## src/hdl/rfd_ram.sv

```systemverilog
// ----------------------------------------------------------------------------
// rfd_ram: generic single-port RAM
// One read per cycle, with an optional write to the same address; read data registered.
// ----------------------------------------------------------------------------
`timescale 1ns / 1ps
`default_nettype none
module rfd_ram #(
  parameter int WIDTH = 32,
  parameter int DEPTH = 16
) (
  input  wire  logic                                      clk,
  input  wire  logic                                      we,
  input  wire  logic [((DEPTH > 1) ? $clog2(DEPTH) : 1)-1:0] addr,
  input  wire  logic [WIDTH-1:0]                          wdata,
  output logic       [WIDTH-1:0]                          rdata
);
  logic [WIDTH-1:0] mem [DEPTH];

  always_ff @(posedge clk) begin
    if (we) begin
      mem[addr] <= wdata;
    end
    rdata <= mem[addr];
  end
endmodule
`default_nettype wire

```

## config.mk

```make
export PLATFORM = sky130hd
export DESIGN_NAME = rfd_ram
export DESIGN_NICKNAME = d
export VERILOG_FILES = /design/src/hdl/rfd_ram.sv
export SDC_FILE = /design/constraint.sdc
export NUM_CORES = 1
export LEC_CHECK = 0
export CORE_MARGIN = 1
export CORE_UTILIZATION = 45
export DETAILED_ROUTE_END_ITERATION = 16
export DONT_BUFFER_PORTS = 1
export PLACE_DENSITY = 0.58
export SLEW_MARGIN = 20
export SYNTH_ARGS = -nofsm -noshare
export SYNTH_HDL_FRONTEND = slang
export SYNTH_SLANG_ARGS = --single-unit
```

## constraint.sdc

```tcl
create_clock -name clk -period 7.9 [get_ports clk]
set_clock_uncertainty 0.15 [all_clocks]
set_input_delay 0 -clock clk [delete_from_list [all_inputs] [get_ports clk]]
set_output_delay 0 -clock clk [all_outputs]
set_load 0.01 [all_outputs]
```

==> impl_results.md, run 1 <==
- Clk pwr share: 42.3%
- Synthesis Warnings: 0
- Clk buf depth: 3
- NetSw: 1.236 mW
- Fmax: 262.1 MHz
- Cell taking the most area after synthesis: edfxtp_1
- IO Port Bufs: 0
- Die ar.: 44980 um^2
- Core area: 43270 um^2
- RSZ-0062 raised after global routing: false
- Sw frac: 20.15%
- Unique masters post-synth: 17
- Mapped cell area: 19860 um^2
- Final hold violation count: 0
- Initial antenna violation count: 4
- Power per Cell Area: 265.1 nW/um^2
- Syn Nets: 878
- Ports: 70
- Most frequent cells in the layout: edfxtp_1, mux4_2, a22oi_1
- DRC Markers: 0
- Post-CTS Setup Repair Bufs: 0
- Flop pwr share: 53.1%
- Global-route usage over all layers: 19.66%
- CTS sink count: 544
- WP data arrival: 4.19 ns
- Int Power: 4.895 mW
- Via count: 8852
- Leakage: 7.266 nW
- Slew at the pin closest to its max-slew limit: 1.110 ns
- Final ANT Viol Nets: 0
- Largest net degree at the start of global routing: 133
- Critical Path RT: 8.27 ns
- Final worst slack: 4.085 ns
- Final Util: 53.46%
- Crit path max fanout: 18
- Hold crit path type: primary input to register
- Clk root buf: clkbuf_16
- Setup CP Type: primary input to register
- Place WS: 5.814 ns
- First-pass GRT wire length: 62270 um
- Layout area overhead: 16.45%
- Share of the synthesized area in the top cell type: 77.40%
- DR pass1 iterations: 5
- Mean Syn Cell Area: 23.65 um^2
- TritonCTS clock tree: done
- Most common cell after layout, fill and taps aside: edfxtp_1
- TritonCTS Buffers: 55
- Final nets: 956
- Part of the cycle the worst path needs: 48.29%
- CP max stage cell: dlygate4sd3_1
- CTS clk-pin slew, worst paths: 0.06 ns
- Max_cap viols: 0
- DR WL/cell: 27.34 um
- Sequential share of the synthesized area: 80.63%
- Starting Density: 45.91%
- Comb pwr share: 4.6%
- Dpl hpwl: 22610 um
- Final Max Tran Viols: 0
- Fin crit period: 3.815 ns
- Die W: 212.1 um
- Most frequent cell on the critical path: dlygate4sd3_1
- Setup crit start kind: primary input
- Dominant cells by area after synthesis: edfxtp_1, mux4_2, dfxtp_1
- Synth Instances: 840
- Vias in the first global route: 9365
- Max incr delay on CP: 1.37 ns
- Die height: 212.1 um
- Overflow left after global routing: 0
- CP Cell Sequence: dlygate4sd3_1, nor2b_4, dlygate4sd3_1, a22oi_1, dlygate4sd3_1, nand2_1, dlygate4sd3_1
- Clk_lat worst skew: 0.59 ns
- Post-route setup TNS: 0 ns
- Worst vdd rail ir drop: 158.9 uV
- Via/cell ratio: 5.715
- # setup viols final: 0
- Slew margin rel.: 25.74%
- DRT iter0 DRCs: 778
- H-tree levels: 2
- Row count: 76
- Worst setup EP type: register
- Status: finished, final reports clean
- Synth Register Bits: 544
- Layout cells sized above 1: 25.65%
- Placer congestion estimate: 0.7385
- WL final: 42360 um
## registers in the layout (all words and copies together), names as in the netlist
signal / count
mem: 512
rdata: 32
## routing by layer
layer / share of wire [%] / GRT usage (%)
met2: 47 / 30.45
met1: 43 / 28.14
met5: 0.11 / 0
met4: 1.5 / 4.323
met3: 8.3 / 5.229
## power by group through the flow
stage	clock, mW	sequential (mW)	combinational (mW)
floorplan	0	3.31	0.156
global placement	0	3.32	0.172
detailed placement	0	3.32	0.177
CTS	2.65	3.26	0.281
global route	2.76	3.26	0.302
finish	2.59	3.26	0.281
## final cells by class
type	instances	area (um^2)
Tap cell	585	732.0
Antenna cell	1	2.502
Clock buffer	77	1541
Fill cell	3272	20140
Clock inverter	25	280.3
Sequential cell	544	16020
Multi-Input combinational cell	251	3749
Timing Repair Buffer	66	810.8
## stage by stage
| stage | hold WS (ns) | instance area (um^2) | cells | total power, mW |
|---|---|---|---|---|
| 3_3_place_gp | -0.04988 | 20530 | 1385 | 3.489 |
| 4_1_cts | 0.03590 | 22960 | 1537 | 6.194 |
| 3_5_place_dp | -0.05000 | 20640 | 1389 | 3.498 |
| 5_1_grt | 0.01629 | 23130 | 1548 | 6.324 |
| 2_1_floorplan | -0.05113 | 19860 | 840 | 3.467 |
| 6_report | 0.01651 | 23130 | 1549 | 6.131 |
## worst max-delay path, delay by kind of cell
| family | cells | cell delay (ns) |
|---|---|---|
| buffers and inverters | 4 | 3.31 |
| AND/OR/NAND/NOR | 2 | 0.65 |
| AO/OA/AOI/OAI | 1 | 0.21 |
## synth_stat cells
master    count
buf_6         6
nand3_1       1
nand2_1      33
buf_2        11
or3b_2        1
buf_4         1
clkbuf_1     27
edfxtp_1    512
dfxtp_1      32
nand2b_1      2
nand3b_1      2
nor2_1       13
nor3_1        4
nor2b_1       2
a22oi_1      64
and2_1        1
mux4_2      128
## cell families (layout without fill, tap and decap cells)
logic type | count (synthesis) | after routing | synth area share (%)
compound gates | 64 | 64 | 2.419
buf+inv | 45 | 168 | 1.165
flops | 544 | 544 | 80.63
mux | 128 | 128 | 14.51
other cells | 0 | 1 | 0
simple gates | 59 | 59 | 1.272
## final timing paths
| check | to | depth (start not counted) | slack (ns) | start |
|---|---|---|---|---|
| hold reg to reg | rdata[7] | 3 | 0.52 | mem[14][7] |
| hold / removal | mem[14][28] | 2 | 0.02 | addr[0] |
| setup reg to reg | rdata[10] | 6 | 4.92 | mem[15][10] |
| setup / recovery | rdata[5] | 7 | 4.08 | addr[3] |
## what timing repair did
item	4_1_cts	5_1_grt
hold endpoints to repair	834	54
gates resized for setup	0	0
hold buffers	46	6
(Power assumes the default switching activity.)
==> run 2: changes to the inputs <==
Settings changed: PLACE_DENSITY 0.58 to 0.6.
Clock period 7.9 ns to 3.08 ns, I/O delays scaled along.
==> run 2 against run 1 <==
First-iteration DRC count shrank 16%. Clock power is 140% higher. Register-to-register slack lost 4.8 ns. Core utilization up 0.54 points. Flip-flop and latch count is the same. Via count rose by 0.97%. Global-route usage fell by 0.75 points. Non-clock buffer count is 47 higher. Critical path type is now register to register.
==> impl_results.md, run 2 (synthesis gave the netlist of run 1 again) <==
- Status: finished, final reports clean
- Core area: 43270 um^2 (unchanged)
- Sequential Area: 16020 um^2 (unchanged)
- NetSw: 3.093 mW (+150%)
- Placed Area: 20660 um^2 (+0.10%)
- Clk root buf: clkbuf_16
- Part of the cycle the worst path needs: 96.89%
- TritonCTS clock tree: done
- Sw frac: 20.12% (-0.032 points)
- CP max stage cell: dlygate4sd3_1
- Max FFs per register: 512 (unchanged)
- Filler cell count in the final layout: 3308 (+1.1%)
- Int Power: 12.28 mW (+150%)
- Die W: 212.1 um (unchanged)
- Final Max Tran Viols: 0 (unchanged)
- Max incr delay on CP: 0.58 ns (-0.79 ns)
- Layout area overhead: 17.62%
- CP Cell Sequence: mux4_2, dlygate4sd3_1, a22oi_1, dlygate4sd3_1, nand2_1, dlygate4sd3_1
- Most frequent cell on the critical path: dlygate4sd3_1
- DR pass1 iterations: 4 (-1)
- Hold crit path type: primary input to register
- Setup crit start kind: register
- Slew at the pin closest to its max-slew limit: 1.025 ns (-0.08478 ns)
- Die height: 212.1 um (unchanged)
- Cell family contributing the most delay on the critical path: buffers and inverters
- Area of the multi-input gates: 3760 um^2 (+0.30%)
- Dpl hpwl: 20400 um (-9.8%)
- Reg2Reg Launch Point: mem[14][1]
- Leakage: 7.394 nW (+1.8%)
- Final hold violation count: 0 (unchanged)
- Placer congestion estimate: 0.7386 (about the same)
- Via count: 8938 (+0.97%)
- Most common cell after layout, fill and taps aside: edfxtp_1
- Setup CP Type: register to register
- Largest net degree at the start of global routing: 107 (-20%)
- Fin crit period: 2.984 ns
- Global-route usage over all layers: 18.91% (-0.75 points)
- Power per Cell Area: 658.0 nW/um^2 (+150%)
- Hold_sp: addr[3]
- Ports: 70 (unchanged)
- Max_cap viols: 0 (unchanged)
- Flop pwr share: 54.3% (+1.2 points)
- Via/cell ratio: 5.597 (-2.1%)
- Final Cell Area: 23360 um^2 (+1.0%)
- Comb pwr share: 4.7% (about the same)
- WL final: 40510 um (-4.4%)
- Crit path max fanout: 1 (-17)
- Clk pwr share: 40.9% (-1.4 points)
- Clk_lat worst skew: 0.58 ns (about the same)
- Critical Path RT: 3.39 ns (-4.88 ns)
- Starting Density: 45.91% (unchanged)
- WP data arrival: 3.29 ns (-0.90 ns)
- Worst vdd rail ir drop: 478.8 uV (+200%)
- TritonCTS Buffers: 54 (-1.8%)
- Fmax: 335.1 MHz
- Stages on worst setup path: 6 (-1)
- DRT iter0 DRCs: 654 (-16%)
- R2R Path End: rdata[1]
- Post-CTS Setup Repair Bufs: 0 (unchanged)
- Largest Register: mem
- Row count: 76 (unchanged)
- Hold-critical path depth: 3 (+1)
- R2R cell count: 6 (unchanged)
- Buffers & Inverters on Critical Path: 3 (-1)
- # setup viols final: 0 (unchanged)
- Layout cells sized above 1: 24.88% (-0.77 points)
- Initial antenna violation count: 2 (-2)
- Most frequent cells in the layout: edfxtp_1, mux4_2, dlygate4sd3_1
- Worst setup EP type: register
- Overflow left after global routing: 0 (unchanged)
- Vias in the first global route: 9419 (+0.58%)
- Hold slack: 0.04468 ns (+0.02817 ns)
- CTS sink count: 544 (unchanged)
- Final ANT Viol Nets: 0 (unchanged)
- RSZ-0062 raised after global routing: false
- Largest regs: mem x512, rdata x32
- Clk buf depth: 3 (unchanged)
- DRC Markers: 0 (unchanged)
- DR WL/cell: 25.37 um (-7.2%)
- Reg2Reg Setup Slack: 0.1 ns (-4.82 ns)
- Slew margin rel.: 31.49% (+5.8 points)
- Final nets: 1002 (+4.8%)
- H-tree levels: 2 (unchanged)
- Worst Hold End: mem[3][5]
- IO Port Bufs: 0 (unchanged)
- Die ar.: 44980 um^2 (unchanged)
- CTS clk-pin slew, worst paths: 0.06 ns (about the same)
- First-pass GRT wire length: 61400 um (-1.4%)
## run 2: power by group through the flow
stage | Combinational (mW) | Sequential [mW] | Clock (mW)
final | 0.728 | 8.35 | 6.29
after global placement | 0.443 | 8.51 | 0
after global routing | 0.786 | 8.37 | 6.70
after CTS | 0.746 | 8.36 | 6.44
after floorplan | 0.399 | 8.49 | 0
after detailed placement | 0.445 | 8.51 | 0
## run 2: what timing repair did
item                                    CTS  global route
gates resized for setup                   0             3
endpoints found under the setup margin    0             9
hold endpoints to repair                728             0
hold buffers                            101             0
## run 2: how the worst max path moves through the flow
stage | startpoint | to | slack, ns
CTS | mem[10][16] | rdata[16] | 0.02
detailed placement | addr[0] | mem[10][26] | 1.24
floorplan | addr[1] | mem[0][0] | -0.31
global route | mem[15][14] | rdata[14] | 0.01
finish | mem[14][1] | rdata[1] | 0.1
global placement | addr[3] | mem[7][5] | 1.26
## run 2: final cells by class
cell class | instances | area share, %
timing repair buffer | 113 | 4.906
multi-input combinational | 251 | 16.09
clock buffer | 76 | 6.443
sequential | 544 | 68.55
antenna | 3 | 0.03213
tap | 585 | 3.133
clock inverter | 25 | 0.8408
## run 2: per-stage QoR
| step | util (%) | worst slack [ns] | total power, mW | cells | TNS (ns) |
|---|---|---|---|---|---|
| floorplan | - | -0.3116 | 8.894 | 840 | -39.89 |
| global placement | 47.76 | 1.260 | 8.952 | 1399 | 0 |
| detailed placement | 47.76 | 1.242 | 8.957 | 1399 | 0 |
| CTS | 54.11 | 0.01714 | 15.55 | 1601 | 0 |
| global route | 53.99 | 0.01266 | 15.85 | 1595 | 0 |
| finish | 54.00 | 0.09564 | 15.37 | 1597 | 0 |
## run 2: worst min-delay path, delay by kind of cell
family | cells | cell delay, ns
simple gates | 2 | 0.27
buf+inv | 1 | 0.27
## run 2: per-layer routing
layer  global-route usage (%)  vias to the layer above  part of all wire, %
li1                         -                     3836                    -
met1                    26.51                     4823                   44
met2                    30.76                      228                   49
met3                    3.397                       51                  5.4
met4                    4.998                        0                  1.7
met5                        0                        -                    0
